===== config.mk =====
export PLATFORM = sky130hd
export DESIGN_NAME = chacha20_stream_cipher
export DESIGN_NICKNAME = d
export VERILOG_FILES = /design/src/design/c20sc_pkg.sv /design/src/design/c20sc_round_unit.sv /design/src/design/chacha20_stream_cipher.sv
export SDC_FILE = /design/constraint.sdc
export NUM_CORES = 2
export LEC_CHECK = 0
export ABC_AREA = 1
export BUFFER_PORTS_ARGS = -buffer_cell sky130_fd_sc_hd__buf_2
export CAP_MARGIN = 25
export CORE_ASPECT_RATIO = 1.75
export CORE_MARGIN = 2
export CORE_UTILIZATION = 30
export DETAILED_ROUTE_END_ITERATION = 8
export GPL_TIMING_DRIVEN = 0
export SKIP_LAST_GASP = 1
export SYNTH_ARGS = -nofsm -noshare
export SYNTH_HDL_FRONTEND = slang
export SYNTH_SLANG_ARGS = --single-unit

===== constraint.sdc =====
create_clock -name clock -period 28.2 [get_ports clock]
set_input_delay 5.64 -clock clock [delete_from_list [all_inputs] [get_ports clock]]
set_output_delay 5.64 -clock clock [all_outputs]
set_load 0.02 [all_outputs]

===== src/design/c20sc_pkg.sv =====
`default_nettype none

package c20sc_pkg;

   // Default number of rounds (ChaCha20).
   localparam int ROUND_COUNT_DEF = 20;

   // Bytes in one keystream block.
   localparam logic [6:0] BLOCK_BYTES = 7'd64;

   // Configuration register indexes.
   localparam logic [3:0] CSR_KEY01   = 4'd0;
   localparam logic [3:0] CSR_KEY23   = 4'd1;
   localparam logic [3:0] CSR_KEY45   = 4'd2;
   localparam logic [3:0] CSR_KEY67   = 4'd3;
   localparam logic [3:0] CSR_NONCE01 = 4'd4;
   localparam logic [3:0] CSR_NONCE2  = 4'd5;
   localparam logic [3:0] CSR_COUNTER = 4'd6;
   localparam logic [3:0] CSR_SKIP    = 4'd7;

   typedef logic [31:0] word_type;

   // The "expand 32-byte k" constant words.
   localparam word_type SIGMA0 = 32'h61707865;
   localparam word_type SIGMA1 = 32'h3320646E;
   localparam word_type SIGMA2 = 32'h79622D32;
   localparam word_type SIGMA3 = 32'h6B206574;

   // Write port of the keystream memory, driven by the round unit.
   typedef struct packed {
      logic     en;
      logic     last;
      logic [3:0] addr;
      word_type data;
   } ks_write_type;

endpackage

`default_nettype wire


===== src/design/c20sc_round_unit.sv =====
`default_nettype none

module c20sc_round_unit #(
   parameter int RoundCount = c20sc_pkg::ROUND_COUNT_DEF
) (
   input  wire logic                            clock,
   input  wire logic                            reset,
   input  wire logic                            start,
   input  wire c20sc_pkg::word_type [7:0]       key,
   input  wire c20sc_pkg::word_type [2:0]       nonce,
   input  wire c20sc_pkg::word_type             counter,
   output c20sc_pkg::ks_write_type              ks_wr
);

   localparam int RndW = $clog2(RoundCount);
   localparam logic [RndW-1:0] RndLast = RndW'(RoundCount - 1);

   typedef enum logic [2:0] {
      PH_IDLE  = 3'b001,
      PH_ROUND = 3'b010,
      PH_FINAL = 3'b100
   } phase_type;

   phase_type           phase_ff, phase_in;
   logic                half_ff, half_in;
   logic [RndW-1:0]     rnd_ff, rnd_in;
   logic [3:0]          idx_ff, idx_in;
   c20sc_pkg::word_type w_ff [16];
   c20sc_pkg::word_type w_in [16];
   c20sc_pkg::word_type init [16];

   function automatic c20sc_pkg::word_type rotl(c20sc_pkg::word_type v, int unsigned n);
      return (v << n) | (v >> (32 - n));
   endfunction

   // Init: constants, key, ctr, nonce. Hold inputs still while busy; unchecked.
   always_comb begin
      init[0] = c20sc_pkg::SIGMA0;
      init[1] = c20sc_pkg::SIGMA1;
      init[2] = c20sc_pkg::SIGMA2;
      init[3] = c20sc_pkg::SIGMA3;
      for (int i = 0; i < 8; i++) begin
         init[4 + i] = key[i];
      end
      init[12] = counter;
      for (int i = 0; i < 3; i++) begin
         init[13 + i] = nonce[i];
      end
   end

   // Half of four quarter rounds per cycle: column rounds on even rounds,
   // diagonal rounds on odd ones.
   always_comb begin
      logic [1:0]          qq;
      logic                diag;
      logic [3:0]          ia, ib, ic, id;
      c20sc_pkg::word_type a0, b0, c0, d0, a1, b1, c1, d1, t;

      diag = rnd_ff[0];
      for (int i = 0; i < 16; i++) begin
         w_in[i] = w_ff[i];
      end
      for (int q = 0; q < 4; q++) begin
         qq = 2'(q);
         ia = {2'b00, qq};
         ib = {2'b01, qq + (diag ? 2'd1 : 2'd0)};
         ic = {2'b10, qq + (diag ? 2'd2 : 2'd0)};
         id = {2'b11, qq + (diag ? 2'd3 : 2'd0)};
         a0 = w_ff[ia];
         b0 = w_ff[ib];
         c0 = w_ff[ic];
         d0 = w_ff[id];
         a1 = a0 + b0;
         t  = d0 ^ a1;
         d1 = half_ff ? rotl(t, 8) : rotl(t, 16);
         c1 = c0 + d1;
         t  = b0 ^ c1;
         b1 = half_ff ? rotl(t, 7) : rotl(t, 12);
         w_in[ia] = a1;
         w_in[ib] = b1;
         w_in[ic] = c1;
         w_in[id] = d1;
      end
      if (phase_ff != PH_ROUND || start) begin
         for (int i = 0; i < 16; i++) begin
            w_in[i] = start ? init[i] : w_ff[i];
         end
      end
   end

   // Sequencer over rounds and the final write-out.
   always_comb begin
      phase_in = phase_ff;
      half_in  = half_ff;
      rnd_in   = rnd_ff;
      idx_in   = idx_ff;
      unique case (phase_ff)
         PH_IDLE: begin
            if (start) begin
               phase_in = PH_ROUND;
               half_in  = 1'b0;
               rnd_in   = '0;
            end
         end
         PH_ROUND: begin
            half_in = !half_ff;
            if (half_ff) begin
               rnd_in = rnd_ff + 1'b1;
               if (rnd_ff == RndLast) begin
                  phase_in = PH_FINAL;
                  idx_in   = 4'd0;
               end
            end
         end
         PH_FINAL: begin
            idx_in = idx_ff + 4'd1;
            if (idx_ff == 4'hF) begin
               phase_in = PH_IDLE;
            end
         end
         default: phase_in = PH_IDLE;
      endcase
   end

   always_ff @(posedge clock) begin
      if (reset) begin
         phase_ff <= PH_IDLE;
         half_ff  <= 1'b0;
         rnd_ff   <= '0;
         idx_ff   <= 4'd0;
      end else begin
         phase_ff <= phase_in;
         half_ff  <= half_in;
         rnd_ff   <= rnd_in;
         idx_ff   <= idx_in;
      end
   end

   always_ff @(posedge clock) begin
      for (int i = 0; i < 16; i++) begin
         w_ff[i] <= w_in[i];
      end
   end

   // Feed-forward add, one word per cycle into the keystream memory.
   always_comb begin
      ks_wr.en   = (phase_ff == PH_FINAL);
      ks_wr.last = (phase_ff == PH_FINAL) && (idx_ff == 4'hF);
      ks_wr.addr = idx_ff;
      ks_wr.data = w_ff[idx_ff] + init[idx_ff];
   end

endmodule

`default_nettype wire


===== src/design/chacha20_stream_cipher.sv =====
`default_nettype none

// Channel   Direction  Handshake            Beat contents
// req_      in         req_valid/req_ready  data_in, first_byte, last_byte
// rsp_      out        rsp_valid/rsp_ready  data_out, last_out
// csr_      in         csr_write_en         csr_index, csr_wdata (64 bits)
//
// A byte whose keystream block is held is taken one per cycle while the output
// does not stall. A new block runs the rounds, writes 16 words into the keystream
// memory and reads one back; it is due once per 64 bytes, on every first byte and
// whenever no block is held. The result leaves through the keystream memory read
// register and then the output register.
// Reset clears control state and configuration; the keystream memory is not cleared.
// A stalled output holds one more beat in the read stage, then req_ready drops.

module chacha20_stream_cipher #(
   parameter int RoundCount = c20sc_pkg::ROUND_COUNT_DEF
) (
   input  wire logic        clock,
   input  wire logic        reset,
   input  wire logic        req_valid,
   output logic             req_ready,
   input  wire logic [7:0]  req_data_in,
   input  wire logic        req_first_byte,
   input  wire logic        req_last_byte,
   output logic             rsp_valid,
   input  wire logic        rsp_ready,
   output logic [7:0]       rsp_data_out,
   output logic             rsp_last_out,
   input  wire logic        csr_write_en,
   input  wire logic [3:0]  csr_index,
   input  wire logic [63:0] csr_wdata
);

   typedef enum logic [2:0] {
      ST_IDLE  = 3'b001,
      ST_CALC  = 3'b010,
      ST_ISSUE = 3'b100
   } state_type;

   // Configuration registers.
   c20sc_pkg::word_type [7:0] key_ff;
   c20sc_pkg::word_type [2:0] nonce_ff;
   c20sc_pkg::word_type       start_ctr_ff;
   logic [5:0]                skip_ff;

   // Stream control.
   state_type           state_ff, state_in;
   c20sc_pkg::word_type ctr_ff;
   logic [6:0]          pos_ff;
   logic                ks_valid_ff;

   // Item parked while a block is computed.
   logic [7:0]          hold_data_ff;
   logic                hold_last_ff;
   logic [5:0]          hold_pos_ff;

   // Read stage and output register.
   logic                pend_ff;
   logic [7:0]          pend_data_ff;
   logic                pend_last_ff;
   logic [1:0]          pend_lane_ff;
   c20sc_pkg::word_type rd_data_ff;
   logic                out_valid_ff;
   logic [7:0]          out_data_ff;
   logic                out_last_ff;

   c20sc_pkg::word_type ks_mem [16];
   c20sc_pkg::ks_write_type ks_wr;

   logic                pend_move, can_fill, accept, need_block, rd_en;
   c20sc_pkg::word_type ctr_sel;
   logic [6:0]          pos_sel;
   logic [5:0]          rd_pos;
   logic [7:0]          ks_byte;

   // Configuration writes.
   always_ff @(posedge clock) begin
      if (reset) begin
         key_ff       <= '0;
         nonce_ff     <= '0;
         start_ctr_ff <= '0;
         skip_ff      <= '0;
      end else if (csr_write_en) begin
         unique case (csr_index)
            c20sc_pkg::CSR_KEY01: begin
               key_ff[0] <= csr_wdata[31:0];
               key_ff[1] <= csr_wdata[63:32];
            end
            c20sc_pkg::CSR_KEY23: begin
               key_ff[2] <= csr_wdata[31:0];
               key_ff[3] <= csr_wdata[63:32];
            end
            c20sc_pkg::CSR_KEY45: begin
               key_ff[4] <= csr_wdata[31:0];
               key_ff[5] <= csr_wdata[63:32];
            end
            c20sc_pkg::CSR_KEY67: begin
               key_ff[6] <= csr_wdata[31:0];
               key_ff[7] <= csr_wdata[63:32];
            end
            c20sc_pkg::CSR_NONCE01: begin
               nonce_ff[0] <= csr_wdata[31:0];
               nonce_ff[1] <= csr_wdata[63:32];
            end
            c20sc_pkg::CSR_NONCE2:  nonce_ff[2]  <= csr_wdata[31:0];
            c20sc_pkg::CSR_COUNTER: start_ctr_ff <= csr_wdata[31:0];
            c20sc_pkg::CSR_SKIP:    skip_ff      <= csr_wdata[5:0];
            default: ;
         endcase
      end
   end

   // Handshake: the read stage frees when its beat moves to the output register.
   assign pend_move = pend_ff && (!out_valid_ff || rsp_ready);
   assign can_fill  = !pend_ff || pend_move;
   assign req_ready = (state_ff == ST_IDLE) && can_fill;
   assign accept    = req_valid && req_ready;

   // Counter and position for the incoming byte; decide whether a block is due.
   always_comb begin
      ctr_sel    = ctr_ff;
      pos_sel    = pos_ff;
      need_block = 1'b0;
      if (req_first_byte) begin
         ctr_sel    = start_ctr_ff;
         pos_sel    = {1'b0, skip_ff};
         need_block = 1'b1;
      end else if (!ks_valid_ff) begin
         need_block = 1'b1;
      end else if (pos_ff == c20sc_pkg::BLOCK_BYTES) begin
         ctr_sel    = ctr_ff + 32'd1;
         pos_sel    = 7'd0;
         need_block = 1'b1;
      end
   end

   // Keystream read: straight from an accepted byte, or after a block is done.
   assign rd_en  = (accept && !need_block) || ((state_ff == ST_ISSUE) && can_fill);
   assign rd_pos = (state_ff == ST_ISSUE) ? hold_pos_ff : pos_sel[5:0];

   always_comb begin
      state_in = state_ff;
      unique case (state_ff)
         ST_IDLE:  if (accept && need_block) state_in = ST_CALC;
         ST_CALC:  if (ks_wr.last) state_in = ST_ISSUE;
         ST_ISSUE: if (can_fill) state_in = ST_IDLE;
         default:  state_in = ST_IDLE;
      endcase
   end

   always_ff @(posedge clock) begin
      if (reset) begin
         state_ff    <= ST_IDLE;
         ctr_ff      <= '0;
         pos_ff      <= 7'd0;
         ks_valid_ff <= 1'b0;
      end else begin
         state_ff <= state_in;
         if (accept) begin
            ctr_ff <= ctr_sel;
            pos_ff <= pos_sel + 7'd1;
            if (need_block) begin
               ks_valid_ff <= 1'b0;
            end
         end
         if (ks_wr.last) begin
            ks_valid_ff <= 1'b1;
         end
      end
   end

   // Park the byte that waits for its block.
   always_ff @(posedge clock) begin
      if (accept && need_block) begin
         hold_data_ff <= req_data_in;
         hold_last_ff <= req_last_byte;
         hold_pos_ff  <= pos_sel[5:0];
      end
   end

   // The round unit sees the selected counter at start and the stored one while
   // it runs, so a new byte waiting at the input cannot disturb the final add.
   c20sc_round_unit #(
      .RoundCount(RoundCount)
   ) u_round (
      .clock   (clock),
      .reset   (reset),
      .start   (accept && need_block),
      .key     (key_ff),
      .nonce   (nonce_ff),
      .counter ((state_ff == ST_IDLE) ? ctr_sel : ctr_ff),
      .ks_wr   (ks_wr)
   );

   // Keystream memory: one write port from the round unit, one registered read.
   always_ff @(posedge clock) begin
      if (ks_wr.en) begin
         ks_mem[ks_wr.addr] <= ks_wr.data;
      end
      if (rd_en) begin
         rd_data_ff <= ks_mem[rd_pos[5:2]];
      end
   end

   // Read stage: the beat waiting on the memory read data.
   always_ff @(posedge clock) begin
      if (reset) begin
         pend_ff <= 1'b0;
      end else if (rd_en) begin
         pend_ff <= 1'b1;
      end else if (pend_move) begin
         pend_ff <= 1'b0;
      end
   end

   always_ff @(posedge clock) begin
      if (rd_en) begin
         pend_data_ff <= (state_ff == ST_ISSUE) ? hold_data_ff : req_data_in;
         pend_last_ff <= (state_ff == ST_ISSUE) ? hold_last_ff : req_last_byte;
         pend_lane_ff <= rd_pos[1:0];
      end
   end

   // Byte lane of the keystream word, least significant byte first.
   assign ks_byte = 8'(rd_data_ff >> {pend_lane_ff, 3'b000});

   // Output register.
   always_ff @(posedge clock) begin
      if (reset) begin
         out_valid_ff <= 1'b0;
      end else if (pend_move) begin
         out_valid_ff <= 1'b1;
      end else if (rsp_ready) begin
         out_valid_ff <= 1'b0;
      end
   end

   always_ff @(posedge clock) begin
      if (pend_move) begin
         out_data_ff <= pend_data_ff ^ ks_byte;
         out_last_ff <= pend_last_ff;
      end
   end

   assign rsp_valid    = out_valid_ff;
   assign rsp_data_out = out_data_ff;
   assign rsp_last_out = out_last_ff;

endmodule

`default_nettype wire

==> flow_summary.yaml, run 1 <==
clock_network:
  cts_sinks: 1543
  cts_buffer_depth: 4
  cts_htree_levels: 4
  post_cts_buffers: 0
  root_buffer: "clkbuf_16"
  cts_resized: 0
  postCtsHoldBufs: 0
  numCtsBuffers: 172
placement:
  portBuffers: 93
  placed_area_um2: 113000
  dp_hpwl_mm: 956
  place_ws_ns: 12.00
  finalWeightedCongestion: 1.44
global_routing:
  grt_pass1_wl_mm: 1980
  grt_pass1_vias: 162000
  grt_max_degree: 64
  globalRouteTotalUtil_pct: 83.5
  grt.overflow.total: 12400
yosys:
  ys.flop_type: "edfxtp_1"
  synth_edf_count: 1091
  synth_top_area_share_pct: 33.5
  ys_warn_count: 0
  yosysSeqAreaShare_pct: 42.7
  synth_area_per_cell_um2: 7.61
  yosysMostFrequentCell: "nand2_1"
  syn_nets: 13200
  synth.area.top_cells: "edfxtp_1, nand2_1, o21ai_0"
  netlist_area_um2: 97800
  async_flop_share_pct: 0
  synth_common_cells: "nand2_1, o21ai_0, inv_1"
  yosys.area.top_type: "edfxtp_1"
  synth_cell_types: 72
  synth_seq_cells: 1543
  syn_inst: 12900
floorplanning:
  start_util_pct: 30.1
  die_h_um: 759
  rows: 277
  die_x_um: 436
  io_pins: 94
status:
  first-error: "[ERROR GRT-0116] Global routing finished with congestion. Check the congestion regions in the DRC Viewer."
  status: "did not finish"
  stop_stage: "global routing"
-- metal layers --
layer | GRT overflow | global-route usage (%)
met2 | 8960 | 104
met1 | 97 | 80.2
met3 | 149 | 65.0
met4 | 3205 | 88.5
met5 | 23 | 31.1
-- cells by family after synthesis --
| kind of cell | after synthesis | share of synthesized area (%) |
|---|---|---|
| compound gates | 3783 | 21.3 |
| xor+xnor | 386 | 3.52 |
| fa+ha+maj | 292 | 3.80 |
| buf+inv | 1958 | 7.63 |
| flops | 1543 | 42.7 |
| mux | 11 | 0.113 |
| simple gates | 4883 | 20.9 |
-- metrics by stage --
stage / instances / hold WS [ns]
4_1_cts: 18200 / 0.424
3_5_place_dp: 17900 / 0.416
3_3_place_gp: 17300 / 0.406
2_1_floorplan: 12900 / 0.400
==> run 2, diff against run 1 <==
Settings changed: CORE_ASPECT_RATIO 1.75 to unset, CORE_UTILIZATION 30 to 20, PLACE_DENSITY_LB_ADDON set to 0.15.
==> run 2 against run 1 <==
Compared with the run above:
- the flow now finishes, with violations (slew limit)
- synthesized cell count did not move
- area after synthesis is the same
==> flow_summary.yaml, run 2 <==
layout:
  final_common_cell: "nand2_1"
  area_delta_synth_final_pct: 25.3
  multi_input_area_um2: 49400
  final_cell_mix: "nand2_1, o21ai_0, inv_1"
  seq_area_um2: 41800
  reg.largest.list: "ks_mem x512, u_round.w_ff x512, key_ff x256"
  drive_gt1_share_pct: 11.0
  fin_cells: 20600
  final_nets: 14000
  fill_cells: 53900
yosys:
  syn_inst: 12900
  yosys.area.top_type: "edfxtp_1"
  synth_cell_types: 72
  async_flop_share_pct: 0
  synth_compound_area_share_pct: 21.3
  synth-xor-area-share_pct: 3.52
  ys_warn_count: 0
  synth_common_cells: "nand2_1, o21ai_0, inv_1"
  synth-simple-area-share_pct: 20.9
  synth_fa_ha_area_share_pct: 3.80
  yosysSeqAreaShare_pct: 42.7
  netlist_area_um2: 97800
  yosysMostFrequentCell: "nand2_1"
  synth_edf_count: 1091
  synth.area.mux_share_pct: 0.113
  syn_nets: 13200
  synth.area.top_cells: "edfxtp_1, nand2_1, o21ai_0"
  synth_seq_cells: 1543
  synth_top_family_by_area: "compound AO/OA/AOI/OAI gates"
  ys.flop_type: "edfxtp_1"
  synth_top_area_share_pct: 33.5
  synth_area_per_cell_um2: 7.61
critical_path:
  arrival_ns: 16.57
  startpoint: "u_round.rnd_ff[0]$_SDFFE_PP0P_"
  cp_max_fo: 14
  critPathLaunchType: "flop"
  worst-r2r-cell-count: 41
  critPathCaptureType: "flop"
  crit_path_end: "u_round.w_ff[6][10]$_DFFE_PP_"
  rrSetupSlack_ns: 12.32
  crit-reg2reg-capture: "u_round.w_ff[6][10]$_DFFE_PP_"
  r2r-start: "u_round.rnd_ff[0]$_SDFFE_PP0P_"
  critical_path_class: "reg -> reg"
  worst-endpoint-required_ns: 28.90
  cpMaxStageDelayCell: "inv_1"
  critPathMostFrequentCell: "nand2_1"
  max_stage_delay_ns: 0.98
route:
  drc: 0
  routedWlPerCell_um: 56.7
  firstDrtPassIters: 7
  drtAntennaViolNets: 0
  vias_per_cell: 5.75
  wl_mm: 1170
  vias: 118000
  drt_iter0_drc: 21300
clock_network:
  postCtsHoldBufs: 0
  cts_buffer_depth: 4
  cts.reportedPaths.clkPinSlew_ns: 0.06
  numCtsBuffers: 216
  cts_sinks: 1543
  clock_latency_ns: 1.03
  cts_htree_levels: 4
  tritoncts: "yes"
  post_cts_buffers: 0
  root_buffer: "clkbuf_16"
  cts_resized: 0
global_routing:
  globalRouteTotalUtil_pct: 45.7
  grt_pass1_wl_mm: 1390
  grt.overflow.total: 0
  grt_max_degree: 55
  antenna_found_initial: 347
  grt_pass1_vias: 103000
timing:
  worst_pin_slew_ns: 1.54
  max_freq_ghz: 0.0630
  finalCritPeriodShare_pct: 56.3
  post-route-min-period_ns: 15.88
  hold_violations: 0
  timing.hold.ws_ns: 0.419
  relSlewSlack_pct: -2.99
  setup_viol: 0
  maxSlewViolCount: 1
  tns_ns: 0
  skew_ns: 0.124
  rsz0062_at_grt: "false"
status:
  violations: "slew limit"
  status: "finished, violations left"
floorplanning:
  die_area_um2: 495000
  core-area_um2: 487000
  die_x_um: 703
  start_util_pct: 20.1
  rows: 256
  io_pins: 94
  die_h_um: 703
placement:
  portBuffers: 93
  placedCellCount: 19900
  finalWeightedCongestion: 1.11
  dp_hpwl_mm: 993
power:
  p_total_mw: 13.5
  ir_worst_vdd_mv: 0.0617
  p_per_area_nw_per_um2: 110
  leakagePower_nw: 47.1
flow_run:
  drv_cap: 0
worst_hold_path:
  min_path_type: "reg -> reg"
[run 2: through the flow]
step	worst slack, ns	area (µm²)	util (%)
6_report	12.32	123000	25.2
5_1_grt	13.24	122000	25.1
4_1_cts	13.32	121000	24.9
3_5_place_dp	13.38	114000	23.5
3_3_place_gp	1.41	106000	21.9
2_1_floorplan	11.14	97800	-
[run 2: report_power, final]
part	internal [mW]	leakage, nW	switching (mW)	total [mW]
sequential	2.62	13.8	0.273	2.89
combinational	1.50	29.8	6.16	7.66
clock	1.64	3.46	1.28	2.93
total	5.77	47.1	7.71	13.5
[run 2: critical path, delay by kind of cell, from the launching register on]
| kind | cells | cell delay, ns |
|---|---|---|
| xor+xnor | 3 | 2.26 |
| buf+inv | 10 | 5.08 |
| simple gates | 19 | 3.73 |
| compound gates | 7 | 2.80 |
| flops | 1 | 0.36 |
| fa+ha+maj | 2 | 1.08 |
[run 2: layout make-up]
| type | count | area share, % |
|---|---|---|
| Timing Repair Buffer | 598 | 6.43 |
| Sequential cell | 1543 | 34.1 |
| Clock inverter | 114 | 1.00 |
| Buffer | 788 | 2.62 |
| Tap cell | 6450 | 6.58 |
| Antenna cell | 293 | 0.598 |
| Multi-Input combinational cell | 9355 | 40.3 |
| Inverter | 1170 | 3.58 |
| Clock buffer | 275 | 4.79 |
[run 2: how the worst min path moves through the flow]
stage | start | to | cells past startpoint
6_report | pend_last_ff$_DFFE_PP_ | rsp_last_out$_DFFE_PP_ | 0
5_1_grt | pend_last_ff$_DFFE_PP_ | rsp_last_out$_DFFE_PP_ | 0
4_1_cts | pend_last_ff$_DFFE_PP_ | rsp_last_out$_DFFE_PP_ | 0
3_5_place_dp | pend_last_ff$_DFFE_PP_ | rsp_last_out$_DFFE_PP_ | 0
3_3_place_gp | pend_last_ff$_DFFE_PP_ | rsp_last_out$_DFFE_PP_ | 0
2_1_floorplan | pend_last_ff$_DFFE_PP_ | rsp_last_out$_DFFE_PP_ | 0
[run 2: kinds of logic after synthesis]
group                    count (synthesis)
buffers and inverters                 1958
multiplexers                            11
AO/OA/AOI/OAI                         3783
flip-flops                            1543
adder cells (fa/ha/maj)                292
XOR/XNOR                               386
AND/OR/NAND/NOR                       4883
[run 2: per-layer routing]
metal  up-vias  wire length, µm  GRT usage [%]
li1      46200                -              -
met1     60900           474000           58.2
met2      8983           454000           61.9
met3      2211           125000           15.2
met4        74           115000           37.7
met5         -              509              0
No activity file was read; power rests on OpenSTA's default activity.
